File: src/rtl/core/laser_command_line_parser_unit_assert.svh
// ---------------------------------------------------------------------------
// Assertion macros for the laser command line parser
// ---------------------------------------------------------------------------
`ifndef LASER_COMMAND_LINE_PARSER_UNIT_ASSERT_SVH
`define LASER_COMMAND_LINE_PARSER_UNIT_ASSERT_SVH

// Same-cycle implication, disabled during reset
`define LCLP_ASSERT_NOW(label, clk, rst, pre, post) \
  label: assert property (@(posedge clk) disable iff (rst) (pre) |-> (post)) \
    else $error("lclp assertion failed");

// Next-cycle implication, disabled during reset
`define LCLP_ASSERT_NEXT(label, clk, rst, pre, post) \
  label: assert property (@(posedge clk) disable iff (rst) (pre) |=> (post)) \
    else $error("lclp assertion failed");

`endif

File: src/rtl/core/lclp_pkg.sv
`timescale 1ns / 1ps
// ---------------------------------------------------------------------------
// lclp_pkg
// Shared types, character codes and result codes of the command line parser.
// ---------------------------------------------------------------------------
package lclp_pkg;

  localparam int COORD_WIDTH_DEF = 16;

  // Characters of interest
  localparam logic [7:0] CHAR_NEWLINE = 8'd10;
  localparam logic [7:0] CHAR_HASH    = 8'h23;
  localparam logic [7:0] CHAR_ZERO    = 8'h30;
  localparam logic [7:0] CHAR_NINE    = 8'h39;
  localparam logic [7:0] CHAR_LOWER_A = 8'h61;
  localparam logic [7:0] CHAR_LOWER_Z = 8'h7a;
  localparam logic [7:0] CASE_OFFSET  = 8'd32;

  // Search words, first character in the top byte
  localparam int          LASER_LEN  = 5;
  localparam logic [39:0] LASER_WORD = "LASER";
  localparam int          MOVE_LEN   = 4;
  localparam logic [31:0] MOVE_WORD  = "MOVE";
  localparam int          ON_LEN     = 2;
  localparam logic [15:0] ON_WORD    = "ON";
  localparam int          OFF_LEN    = 3;
  localparam logic [23:0] OFF_WORD   = "OFF";

  typedef enum logic [2:0] {
    ST_LASER     = 3'd0,
    ST_MOVE      = 3'd1,
    ST_EOF       = 3'd2,
    ST_INVALID   = 3'd3,
    ST_BAD_STATE = 3'd4,
    ST_NO_X      = 3'd5,
    ST_NO_Y      = 3'd6,
    ST_POS_ERR   = 3'd7
  } status_t;

  typedef enum logic [2:0] {
    PH_SEEK_X = 3'd0,
    PH_IN_X   = 3'd1,
    PH_SEEK_Y = 3'd2,
    PH_IN_Y   = 3'd3,
    PH_DONE   = 3'd4
  } phase_t;

  // Summary of the line so far, handed to the line judge
  typedef struct packed {
    logic   seen_laser;
    logic   seen_move;
    logic   seen_on;
    logic   seen_off;
    logic   digit_first;
    phase_t phase;
  } line_sum_t;

endpackage

File: src/rtl/core/laser_command_line_parser_unit.sv
`timescale 1ns / 1ps
// ---------------------------------------------------------------------------
// laser_command_line_parser_unit
// Character-stream parser for LASER and MOVE command lines.
// ---------------------------------------------------------------------------
// Takes one character beat per clock and gives one result beat for each
// newline that closes a non-empty, non-comment line and for each end-of-text
// beat. Throughput is one character per cycle while the input is not
// stalled: the word matchers, the digit run tracker and the line flags all
// update in a single register stage, and the result of a line appears in
// the output register in the cycle after its newline is accepted. The input
// is stalled only while a result is held and the output side is stalling.
module laser_command_line_parser_unit #(
  parameter int COORD_WIDTH = lclp_pkg::COORD_WIDTH_DEF
) (
  input  logic                   clk,
  input  logic                   rst,
  input  logic                   text_valid,
  output logic                   text_stall,
  input  logic [7:0]             text_char,
  input  logic                   end_of_text,
  output logic                   result_valid,
  input  logic                   result_stall,
  output logic [2:0]             status,
  output logic                   laser_on,
  output logic [COORD_WIDTH-1:0] coord_x,
  output logic [COORD_WIDTH-1:0] coord_y
);

`include "laser_command_line_parser_unit_assert.svh"

  logic                   accept;
  logic                   is_newline;
  logic                   line_clear;
  logic                   char_step;
  logic [7:0]             char_up;
  logic                   is_digit;
  logic [3:0]             digit;
  logic                   line_started;
  logic                   comment_line;
  logic                   digit_first;
  logic                   seen_laser;
  logic                   seen_move;
  logic                   seen_on;
  logic                   seen_off;
  lclp_pkg::phase_t       phase;
  logic [COORD_WIDTH-1:0] x_acc;
  logic [COORD_WIDTH-1:0] y_acc;
  lclp_pkg::line_sum_t    line_sum;
  lclp_pkg::status_t      judge_status;
  logic                   judge_laser_on;
  logic [COORD_WIDTH-1:0] judge_x;
  logic [COORD_WIDTH-1:0] judge_y;
  logic                   has_result;

  // Handshake: hold the input while a result waits on a stalled output
  assign text_stall = result_valid & result_stall;
  assign accept     = text_valid & ~text_stall;
  assign is_newline = (text_char == lclp_pkg::CHAR_NEWLINE);
  assign line_clear = accept & (end_of_text | is_newline);
  assign char_step  = accept & ~end_of_text & ~is_newline;

  // Fold lower case letters, classify digits
  assign char_up  = (text_char >= lclp_pkg::CHAR_LOWER_A && text_char <= lclp_pkg::CHAR_LOWER_Z)
                  ? text_char - lclp_pkg::CASE_OFFSET : text_char;
  assign is_digit = (char_up >= lclp_pkg::CHAR_ZERO) && (char_up <= lclp_pkg::CHAR_NINE);
  assign digit    = is_digit ? 4'(char_up - lclp_pkg::CHAR_ZERO) : 4'd0;

  // Line flags from the first character
  always_ff @(posedge clk) begin
    if (rst) begin
      line_started <= 1'b0;
      comment_line <= 1'b0;
      digit_first  <= 1'b0;
    end else if (line_clear) begin
      line_started <= 1'b0;
      comment_line <= 1'b0;
      digit_first  <= 1'b0;
    end else if (char_step && !line_started) begin
      line_started <= 1'b1;
      comment_line <= (char_up == lclp_pkg::CHAR_HASH);
      digit_first  <= is_digit;
    end
  end

  lclp_word_match #(.WORD_LEN(lclp_pkg::LASER_LEN), .WORD(lclp_pkg::LASER_WORD)) u_laser (
    .clk(clk), .rst(rst), .clear(line_clear), .step(char_step), .char_in(char_up),
    .seen(seen_laser)
  );

  lclp_word_match #(.WORD_LEN(lclp_pkg::MOVE_LEN), .WORD(lclp_pkg::MOVE_WORD)) u_move (
    .clk(clk), .rst(rst), .clear(line_clear), .step(char_step), .char_in(char_up),
    .seen(seen_move)
  );

  lclp_word_match #(.WORD_LEN(lclp_pkg::ON_LEN), .WORD(lclp_pkg::ON_WORD)) u_on (
    .clk(clk), .rst(rst), .clear(line_clear), .step(char_step), .char_in(char_up),
    .seen(seen_on)
  );

  lclp_word_match #(.WORD_LEN(lclp_pkg::OFF_LEN), .WORD(lclp_pkg::OFF_WORD)) u_off (
    .clk(clk), .rst(rst), .clear(line_clear), .step(char_step), .char_in(char_up),
    .seen(seen_off)
  );

  lclp_digit_track #(.COORD_WIDTH(COORD_WIDTH)) u_digits (
    .clk(clk), .rst(rst), .clear(line_clear), .step(char_step),
    .is_digit(is_digit), .digit(digit),
    .phase(phase), .x_acc(x_acc), .y_acc(y_acc)
  );

  // Summarise the line for the judge
  assign line_sum.seen_laser  = seen_laser;
  assign line_sum.seen_move   = seen_move;
  assign line_sum.seen_on     = seen_on;
  assign line_sum.seen_off    = seen_off;
  assign line_sum.digit_first = digit_first;
  assign line_sum.phase       = phase;

  lclp_line_judge #(.COORD_WIDTH(COORD_WIDTH)) u_judge (
    .line_sum(line_sum), .x_acc(x_acc), .y_acc(y_acc),
    .status(judge_status), .laser_on(judge_laser_on),
    .coord_x(judge_x), .coord_y(judge_y)
  );

  assign has_result = accept & (end_of_text | (is_newline & line_started & ~comment_line));

  // Result register: load a new beat, drop a taken one
  always_ff @(posedge clk) begin
    if (rst) begin
      result_valid <= 1'b0;
    end else if (has_result) begin
      result_valid <= 1'b1;
    end else if (!result_stall) begin
      result_valid <= 1'b0;
    end
  end

  always_ff @(posedge clk) begin
    if (has_result) begin
      if (end_of_text) begin
        status   <= lclp_pkg::ST_EOF;
        laser_on <= 1'b0;
        coord_x  <= '0;
        coord_y  <= '0;
      end else begin
        status   <= judge_status;
        laser_on <= judge_laser_on;
        coord_x  <= judge_x;
        coord_y  <= judge_y;
      end
    end
  end

  // End of text always yields an end-of-file beat next cycle
  `LCLP_ASSERT_NEXT(a_eot_result, clk, rst, accept && end_of_text,
    result_valid && status == lclp_pkg::ST_EOF)
  // An ordinary character never yields a result
  `LCLP_ASSERT_NEXT(a_char_silent, clk, rst,
    accept && !end_of_text && text_char != lclp_pkg::CHAR_NEWLINE, !result_valid)
  // Laser state is only reported on a laser result
  `LCLP_ASSERT_NOW(a_laser_on_only, clk, rst,
    result_valid && status != lclp_pkg::ST_LASER, !laser_on)
  // Coordinates are zero unless a move result carries them
  `LCLP_ASSERT_NOW(a_coord_zero, clk, rst,
    result_valid && status != lclp_pkg::ST_MOVE && status != lclp_pkg::ST_POS_ERR,
    coord_x == '0 && coord_y == '0)

endmodule

File: src/rtl/core/lclp_word_match.sv
`timescale 1ns / 1ps
// ---------------------------------------------------------------------------
// lclp_word_match
// Tracks the matched prefix of one search word and flags a full match.
// ---------------------------------------------------------------------------
module lclp_word_match #(
  parameter int                      WORD_LEN = 2,
  parameter logic [8*WORD_LEN-1:0]   WORD     = "ON"
) (
  input  logic       clk,
  input  logic       rst,
  input  logic       clear,
  input  logic       step,
  input  logic [7:0] char_in,
  output logic       seen
);

  localparam int PW = (WORD_LEN > 1) ? $clog2(WORD_LEN) : 1;

  logic [PW-1:0] progress;
  logic [PW-1:0] progress_next;
  logic          seen_next;
  logic [7:0]    expect_char;
  logic [7:0]    first_char;

  // Pick the character the current prefix waits for
  assign expect_char = WORD[8*(WORD_LEN-1-int'(progress)) +: 8];
  assign first_char  = WORD[8*WORD_LEN-1 -: 8];

  // Advance on a match, restart on a mismatch
  always_comb begin
    progress_next = progress;
    seen_next     = seen;
    if (clear) begin
      progress_next = '0;
      seen_next     = 1'b0;
    end else if (step) begin
      if (char_in == expect_char) begin
        if (progress == PW'(WORD_LEN-1)) begin
          progress_next = '0;
          seen_next     = 1'b1;
        end else begin
          progress_next = progress + 1'b1;
        end
      end else if (char_in == first_char) begin
        progress_next = PW'(1);
      end else begin
        progress_next = '0;
      end
    end
  end

  always_ff @(posedge clk) begin
    if (rst) begin
      progress <= '0;
      seen     <= 1'b0;
    end else begin
      progress <= progress_next;
      seen     <= seen_next;
    end
  end

endmodule

File: src/rtl/core/lclp_digit_track.sv
`timescale 1ns / 1ps
// ---------------------------------------------------------------------------
// lclp_digit_track
// Follows the first two decimal digit runs of a line and accumulates them
// with saturation.
// ---------------------------------------------------------------------------
module lclp_digit_track #(
  parameter int COORD_WIDTH = lclp_pkg::COORD_WIDTH_DEF
) (
  input  logic                   clk,
  input  logic                   rst,
  input  logic                   clear,
  input  logic                   step,
  input  logic                   is_digit,
  input  logic [3:0]             digit,
  output lclp_pkg::phase_t       phase,
  output logic [COORD_WIDTH-1:0] x_acc,
  output logic [COORD_WIDTH-1:0] y_acc
);

  localparam int WW = COORD_WIDTH + 4;

  lclp_pkg::phase_t       phase_next;
  logic [COORD_WIDTH-1:0] x_acc_next;
  logic [COORD_WIDTH-1:0] y_acc_next;
  logic [COORD_WIDTH-1:0] run_acc;
  logic [WW-1:0]          run_wide;
  logic [COORD_WIDTH-1:0] run_sat;

  // acc * 10 + digit, clamped at the coordinate maximum
  assign run_acc  = (phase == lclp_pkg::PH_IN_Y) ? y_acc : x_acc;
  assign run_wide = ({4'b0, run_acc} << 3) + ({4'b0, run_acc} << 1) + WW'(digit);
  assign run_sat  = (run_wide[WW-1:COORD_WIDTH] != '0) ? '1 : run_wide[COORD_WIDTH-1:0];

  // Step the run phase
  always_comb begin
    phase_next = phase;
    x_acc_next = x_acc;
    y_acc_next = y_acc;
    if (clear) begin
      phase_next = lclp_pkg::PH_SEEK_X;
      x_acc_next = '0;
      y_acc_next = '0;
    end else if (step) begin
      case (phase)
        lclp_pkg::PH_SEEK_X: begin
          if (is_digit) begin
            x_acc_next = COORD_WIDTH'(digit);
            phase_next = lclp_pkg::PH_IN_X;
          end
        end
        lclp_pkg::PH_IN_X: begin
          if (is_digit) x_acc_next = run_sat;
          else          phase_next = lclp_pkg::PH_SEEK_Y;
        end
        lclp_pkg::PH_SEEK_Y: begin
          if (is_digit) begin
            y_acc_next = COORD_WIDTH'(digit);
            phase_next = lclp_pkg::PH_IN_Y;
          end
        end
        lclp_pkg::PH_IN_Y: begin
          if (is_digit) y_acc_next = run_sat;
          else          phase_next = lclp_pkg::PH_DONE;
        end
        default: begin
        end
      endcase
    end
  end

  always_ff @(posedge clk) begin
    if (rst) begin
      phase <= lclp_pkg::PH_SEEK_X;
      x_acc <= '0;
      y_acc <= '0;
    end else begin
      phase <= phase_next;
      x_acc <= x_acc_next;
      y_acc <= y_acc_next;
    end
  end

endmodule

File: src/rtl/core/lclp_line_judge.sv
`timescale 1ns / 1ps
// ---------------------------------------------------------------------------
// lclp_line_judge
// Turns the summary of a finished line into a status and its result fields.
// ---------------------------------------------------------------------------
module lclp_line_judge #(
  parameter int COORD_WIDTH = lclp_pkg::COORD_WIDTH_DEF
) (
  input  lclp_pkg::line_sum_t    line_sum,
  input  logic [COORD_WIDTH-1:0] x_acc,
  input  logic [COORD_WIDTH-1:0] y_acc,
  output lclp_pkg::status_t      status,
  output logic                   laser_on,
  output logic [COORD_WIDTH-1:0] coord_x,
  output logic [COORD_WIDTH-1:0] coord_y
);

  // LASER first, then MOVE, else invalid
  always_comb begin
    status   = lclp_pkg::ST_INVALID;
    laser_on = 1'b0;
    coord_x  = '0;
    coord_y  = '0;
    if (line_sum.seen_laser) begin
      if (line_sum.seen_on) begin
        status   = lclp_pkg::ST_LASER;
        laser_on = 1'b1;
      end else if (line_sum.seen_off) begin
        status   = lclp_pkg::ST_LASER;
      end else begin
        status   = lclp_pkg::ST_BAD_STATE;
      end
    end else if (line_sum.seen_move) begin
      case (line_sum.phase)
        lclp_pkg::PH_SEEK_X: begin
          status = lclp_pkg::ST_NO_X;
        end
        lclp_pkg::PH_IN_X, lclp_pkg::PH_SEEK_Y: begin
          status = lclp_pkg::ST_NO_Y;
        end
        default: begin
          status  = line_sum.digit_first ? lclp_pkg::ST_POS_ERR : lclp_pkg::ST_MOVE;
          coord_x = x_acc;
          coord_y = y_acc;
        end
      endcase
    end
  end

endmodule
File: config.mk
export PLATFORM = sky130hd
export DESIGN_NAME = laser_command_line_parser_unit
export DESIGN_NICKNAME = d
export VERILOG_FILES = /design/src/rtl/core/lclp_pkg.sv /design/src/rtl/core/laser_command_line_parser_unit.sv /design/src/rtl/core/lclp_word_match.sv /design/src/rtl/core/lclp_digit_track.sv /design/src/rtl/core/lclp_line_judge.sv
export VERILOG_INCLUDE_DIRS = /design/src /design/src/rtl/core
export SDC_FILE = /design/constraint.sdc
export NUM_CORES = 1
export LEC_CHECK = 0
export BUFFER_PORTS_ARGS = -buffer_cell sky130_fd_sc_hd__buf_2
export CAP_MARGIN = 10
export CORE_UTILIZATION = 47
export CTS_BUF_LIST = sky130_fd_sc_hd__clkbuf_4 sky130_fd_sc_hd__clkbuf_8
export DETAILED_ROUTE_END_ITERATION = 6
export GPL_ROUTABILITY_DRIVEN = 0
export PLACE_DENSITY = 0.66
export SLEW_MARGIN = 0
export SYNTH_ARGS = -nofsm -noshare
export SYNTH_HDL_FRONTEND = slang
export SYNTH_SLANG_ARGS = --single-unit
File: constraint.sdc
create_clock -name clk -period 6.22 [get_ports clk]
set_input_delay 1.244 -clock clk [delete_from_list [all_inputs] [get_ports clk]]
set_output_delay 1.244 -clock clk [all_outputs]
set_load 0.02 [all_outputs]
# Yosys cells after proc, flatten, opt, wreduce, memory -nomap -nowiden
# Cells that the tools add are included.
# op_classes
n_shift	4
n_lt_le_gt_ge	4
bitwise	16
n_reduce_logical	20
mux	34
n_addsub	12
n_eq_ne	22
# ops
op	n
$mux W16	4
$pmux W16 S2	2
$shiftx A40 B32 Y8 const A	1
$mux W3	11
$eq A8 B8 Y1	4
$shiftx A16 B32 Y8 const A	1
$shiftx A24 B32 Y8 const A	1
$shiftx A32 B32 Y8 const A	1
$eq A8 B7 Y1 const B	3
$add A19 B17 Y20	1
$add A20 B4 Y20	1
$ne A2 B2 Y1 const B	6
$pmux W3 S4	1
$reduce_and A3 Y1	4
$mux W1	9
$and A1 B1 Y1	8
$eq A8 B4 Y1 const B	1
$eq A8 B6 Y1 const B	1
$ge A8 B6 Y1 const B	1
$ge A8 B7 Y1 const B	1
$le A8 B6 Y1 const B	1
$le A8 B7 Y1 const B	1
$mux W2	4
$mux W8	1
26 further kinds	43
# word_totals
output_inout_bits	38
register_bits	87

# Longest topological paths before layout
# logic_depth
ltp_word	11
mapped_depth	18
mapped_depth_nobuf	15

# By module
# A second synthesis with hierarchy kept.
# hier_totals
cells_unflattened	609
hier_area_um2	5800.6
# modules_own_cells
mod	area_each_um2	seq_area_each_um2	instances	cells_each
lclp_digit_track	2708.8	700.7	1	309
laser_command_line_parser_unit	1685.4	1161.1	1	123
lclp_word_match at u_laser	437.9	80.1	1	57
lclp_line_judge	357.8	0.0	1	50
lclp_word_match at u_off	270.3	60.1	1	32
lclp_word_match at u_move	241.5	60.1	1	27
lclp_word_match at u_on	98.8	40.0	1	11

# Worst setup path before layout
# No wires, ideal clock.
# synth_path
path_type	input to register
from	input text_char[1]
to	register u_digits.x_acc[8]
setup_time_ps	117
setup_slack_ps	1645
stages	14
n_path_buf	2
t_required_ps	6103
arrival_time_ps	4458
path_cell_list	clkbuf_8 -> o21ai_0 -> and4_1 -> and2_1 -> fa_1 -> ha_1 -> a211oi_1 -> o211ai_1 -> nand3_1 -> a31oi_1 -> or4_1 -> clkbuf_1 -> or3_1 -> a22o_1
# synth_via
elab_chain_len	11
# synth_lines
element	line	text
from (decl)	laser_command_line_parser_unit.sv:20	input logic [7:0] text_char,
$ge A8 B7 Y1 or $le A8 B7 Y1 (tied branches)	laser_command_line_parser_unit.sv:64	assign char_up = (text_char >= lclp_pkg::CHAR_LOWER_A && text_char <= lclp_pkg::CHAR_LOWER_Z)
$logic_and A1 B1 Y1	laser_command_line_parser_unit.sv:64	
$mux W8	laser_command_line_parser_unit.sv:65	? text_char - lclp_pkg::CASE_OFFSET : text_char;
$ge A8 B6 Y1 or $le A8 B6 Y1 (tied branches)	laser_command_line_parser_unit.sv:66	assign is_digit = (char_up >= lclp_pkg::CHAR_ZERO) && (char_up <= lclp_pkg::CHAR_NINE);
$logic_and A1 B1 Y1	laser_command_line_parser_unit.sv:66	
$mux W4	laser_command_line_parser_unit.sv:67	assign digit = is_digit ? 4'(char_up - lclp_pkg::CHAR_ZERO) : 4'd0;
$add A20 B4 Y20	lclp_digit_track.sv:32	assign run_wide = ({4'b0, run_acc} << 3) + ({4'b0, run_acc} << 1) + WW'(digit);
$reduce_bool A4 Y1	lclp_digit_track.sv:33	assign run_sat = (run_wide[WW-1:COORD_WIDTH] != '0) ? '1 : run_wide[COORD_WIDTH-1:0];
$mux W16	lclp_digit_track.sv:33	
$mux W16	lclp_digit_track.sv:53	if (is_digit) x_acc_next = run_sat;
$pmux W16 S2	lclp_digit_track.sv:45	case (phase)
to (signal assigned)	lclp_digit_track.sv:79	x_acc <= x_acc_next;
to (decl)	lclp_digit_track.sv:17	output logic [COORD_WIDTH-1:0] x_acc,
# Parallel ways exist; a longest one is shown, timed or not. The select of a mux whose other input is x is not followed.
# A chain may end at the register's enable or synchronous reset.

# Worst setup path in the final report
# layout_path
from	input text_char[2]
to	register u_digits.x_acc[4]
# The elaborated chain is that of the path after synthesis.

==> results list <==
- Placeable core area: 10400 um2
- Most common cell in the synthesized netlist: sky130_fd_sc_hd__nand2_1
* Remaining routing DRC violations: 0
- Overall die area: 11200 um2
- At the worst endpoint, the required time is 6.48 ns.
- Buffer depth of the longest clock path: 2
* Port bufs: 50
* Total number of placement rows: 37
- Ant diodes: 0
- Internal power comes to 0.828 mW.
- Top cells by area in the synthesized netlist: sky130_fd_sc_hd__edfxtp_1 21%, sky130_fd_sc_hd__dfxtp_1 20%, sky130_fd_sc_hd__ha_1 9.4%
* Portion of total power attributed to combinational logic: 5.9%
- WS Path Type: in2reg
- First-pass GRT wire length: 18600 um
- Class of the most critical hold timing path: reg2reg
* Tcrit/Tclk final: 78.2%
* Critical Path Start: text_char[2]
- Number of global-route vias before repair: 3776
- Data arrival time of the critical path: 5.12 ns
- At the later pin of the worst-skew pair, clock insertion delay measures 0.36 ns.
- The share of synthesized area in the top cell type comes to 21.3%.
- Number of pins exceeding their max-slew limit in the final report: 0
- Fraction of layout cells with a size suffix above 1: 15.4%
- Critical Path Source Type: input pin
* Highest net fanout along the worst path: 17
- DP HPWL: 8290 um
- The initial antenna violation count was 0.
* Wire length per cell after detailed routing: 15.0 um
* Vias: 4178
- Instance count of the mapped netlist: 560
* Total power: 1.08 mW
- For this design the static power due to leakage is 2.42 nW.
- Initial Utilization: 48.8%
* Result of the run: finished clean
* Overall fraction of global-route tracks in use: 21.0%
- Yosys mapped a number of flops with a built-in enable equal to 36.
- For the pin with the worst max-slew slack, the measured transition is 0.920 ns.
* Largest net degree at the start of global routing: 38
- Largest voltage drop on the vdd net: 0.0921 mV
* Switching Power: 0.254 mW
- For this run, the leading register cell type out of synthesis is sky130_fd_sc_hd__dfxtp_1.
- Counting instances in the post-synthesis netlist gives the leading cell types as 93 x sky130_fd_sc_hd__nand2_1, 51 x sky130_fd_sc_hd__dfxtp_1, 40 x sky130_fd_sc_hd__nor2_1, 38 x sky130_fd_sc_hd__ha_1, 36 x sky130_fd_sc_hd__edfxtp_1.
- Cell area after synthesis: 5080 um2
- The area growth from synthesis to layout is 9.94%.
* Per-cell via count in the routed design: 5.64
- Fraction of power spent switching nets: 23.5%
* NumNets Final: 653
* Worst hold start: u_on.progress$_SDFFE_PP0P_
- After routing, the total negative slack on setup checks comes to 0 ns.
- Detailed-routing iteration count for the pre-antenna-repair pass: 5
- Max frequency: 0.206 GHz
- The final layout contains routed wiring with a total length of 11100 um.
- The clock tree synthesis step divided the H-tree into 3 levels.
- Of the total power, registers draw 55.6%.
- Synthesis Warnings: 0
- Hold buffers post-CTS: 0
* Leftover overflow at the end of global routing: 0
- Category of the worst setup path capture point: flop
- Max-cap violations in this run came to 0.
- Number of instances resized during post-cts repair: 0
* Total setup buffers inserted after CTS: 0
- In this run the power density over the cells is 194 nW/um2.
* Register bit total from synthesis: 87
- Sequential-to-total area share from yosys stat: 41.3%
- Total clock buffers created by CTS: 9
* Width of the chip: 106 um
* Unique cell type count in the Yosys netlist: 64
- Once detail routing completed, the nets flagged for antenna violations numbered 0.
* Post-route core utilization: 53.7%
- Count of endpoints failing hold in the final timing report: 0
- Overall die height: 106 um
- The cell sitting at the root of the clock tree is a sky130_fd_sc_hd__clkbuf_8.
- Post-synth net total: 613
* Fraction of power consumed by the clock network: 38.6%
* Starting DRC count in detailed routing: 291
* Final critical-path required period: 4.86 ns
- The worst pin sits at a relative slew slack of 38.4%.
- Finish-stage setup viols: 0
* Asr flop ratio synth: 0%
- Clock transition at the registers of the reported paths: 0.09 ns
- Between clock sinks in the finished design, the worst skew comes to 0.00819 ns.
* CTS sink count: 87
- Average cell area after synthesis: 9.08 um2
- In this run the critical register-to-register path is launched from u_digits.phase[2]$_SDFFE_PP0P_.
* TritonCTS clock tree: built
- Setup repair after global routing left no endpoint under its margin.
- sky130_fd_sc_hd__edfxtp_1 takes more of the synthesized area than any other cell.
- 51 I/O pins were placed.
## through the flow
step / cell area (um2) / cells / hold slack, ns / worst slack [ns]
floorplan: 5080 / 560 / 0.430 / 1.65
global placement: 5380 / 725 / 0.441 / 1.13
detailed placement: 5380 / 725 / 0.444 / 1.01
CTS: 5590 / 741 / 0.457 / 1.39
global route: 5590 / 741 / 0.478 / 1.13
finish: 5590 / 741 / 0.456 / 1.36
## state kept, by name, indices dropped and copies added, names as in the netlist
signal,flops
coord_y,16
u_move.progress,2
digit_first,1
coord_x,16
u_move.seen,1
u_off.progress,2
u_digits.phase,3
u_laser.seen,1
u_off.seen,1
line_started,1
u_digits.y_acc,16
u_on.seen,1
u_on.progress,1
status,3
comment_line,1
laser_on,1
u_digits.x_acc,16
u_laser.progress,3
result_valid,1
## cells in the final DEF (no fill, tap or decap), types with 6 or more instances in the layout
| cell type | instances |
|---|---|
| sky130_fd_sc_hd__nand2_1 | 93 |
| sky130_fd_sc_hd__a21oi_1 | 32 |
| sky130_fd_sc_hd__edfxtp_1 | 36 |
| sky130_fd_sc_hd__o21ai_0 | 33 |
| sky130_fd_sc_hd__buf_2 | 50 |
| sky130_fd_sc_hd__dfxtp_1 | 51 |
| sky130_fd_sc_hd__nor2b_1 | 6 |
| sky130_fd_sc_hd__a31oi_1 | 8 |
| sky130_fd_sc_hd__a22o_1 | 12 |
| sky130_fd_sc_hd__nor2_1 | 40 |
| sky130_fd_sc_hd__o211ai_1 | 7 |
| sky130_fd_sc_hd__ha_1 | 38 |
| sky130_fd_sc_hd__clkbuf_8 | 11 |
| sky130_fd_sc_hd__inv_1 | 18 |
| sky130_fd_sc_hd__xnor2_1 | 11 |
| sky130_fd_sc_hd__and2_1 | 35 |
| sky130_fd_sc_hd__nand3_1 | 8 |
| sky130_fd_sc_hd__o21a_1 | 7 |
| sky130_fd_sc_hd__nor3_1 | 13 |
| sky130_fd_sc_hd__or3_1 | 10 |
## final timing paths
check,to,slack [ns],depth (start not counted)
min,u_on.progress$_SDFFE_PP0P_,0.46,2
max,u_digits.x_acc[4]$_SDFFE_PP0P_,1.36,13
max reg2reg,u_digits.x_acc[4]$_SDFFE_PP0P_,1.75,13
min reg2reg,u_on.progress$_SDFFE_PP0P_,0.46,2
## kinds of logic after synthesis
family                   count (synthesis)  synth area share, %
AO/OA/AOI/OAI                          130                 16.9
XOR/XNOR                                16                 2.76
adder cells (fa/ha/maj)                 40                 10.1
buffers and inverters                   43                 4.58
flip-flops                              87                 41.3
multiplexers                             3                0.591
AND/OR/NAND/NOR                        241                 23.7
## power groups by stage
stage | Sequential [mW] | Combinational (mW) | Clock [mW]
final | 0.601 | 0.0636 | 0.417
after global routing | 0.602 | 0.0699 | 0.444
after CTS | 0.601 | 0.0635 | 0.424
after detailed placement | 0.614 | 0.0633 | 0
after global placement | 0.614 | 0.0622 | 0
after floorplan | 0.622 | 0.0405 | 0
## cell type report
type	instances	area [um2]
clock buffer	11	151
clock inverter	5	62.6
fill	991	4830
inverter	18	67.6
multi-input combinational	430	2760
sequential	87	2100
tap	136	170
timing repair buffer	54	280
## routing by layer
metal	wire length (um)	part of all wire [%]	vias to the layer above	GRT usage, %
li1	-	-	2078	-
met1	5740	52	1952	31.6
met2	4650	42	137	30.8
met3	605	5.4	11	3.00
met4	122	1.1	0	6.55
met5	0	0	-	0
## worst max-delay path, stage by stage
cell                       delay (ns)
sky130_fd_sc_hd__buf_2           0.18
sky130_fd_sc_hd__o21ai_0         0.23
sky130_fd_sc_hd__and4_1          0.36
sky130_fd_sc_hd__and2_1          0.23
sky130_fd_sc_hd__fa_1            0.46
sky130_fd_sc_hd__ha_1            0.33
sky130_fd_sc_hd__a211oi_1        0.31
sky130_fd_sc_hd__o211ai_1        0.19
sky130_fd_sc_hd__nand3_1         0.14
sky130_fd_sc_hd__a31oi_1         0.08
sky130_fd_sc_hd__or4_1           0.69
sky130_fd_sc_hd__or3_1           0.47
sky130_fd_sc_hd__a22o_1          0.21
(Power assumes the default switching activity.)
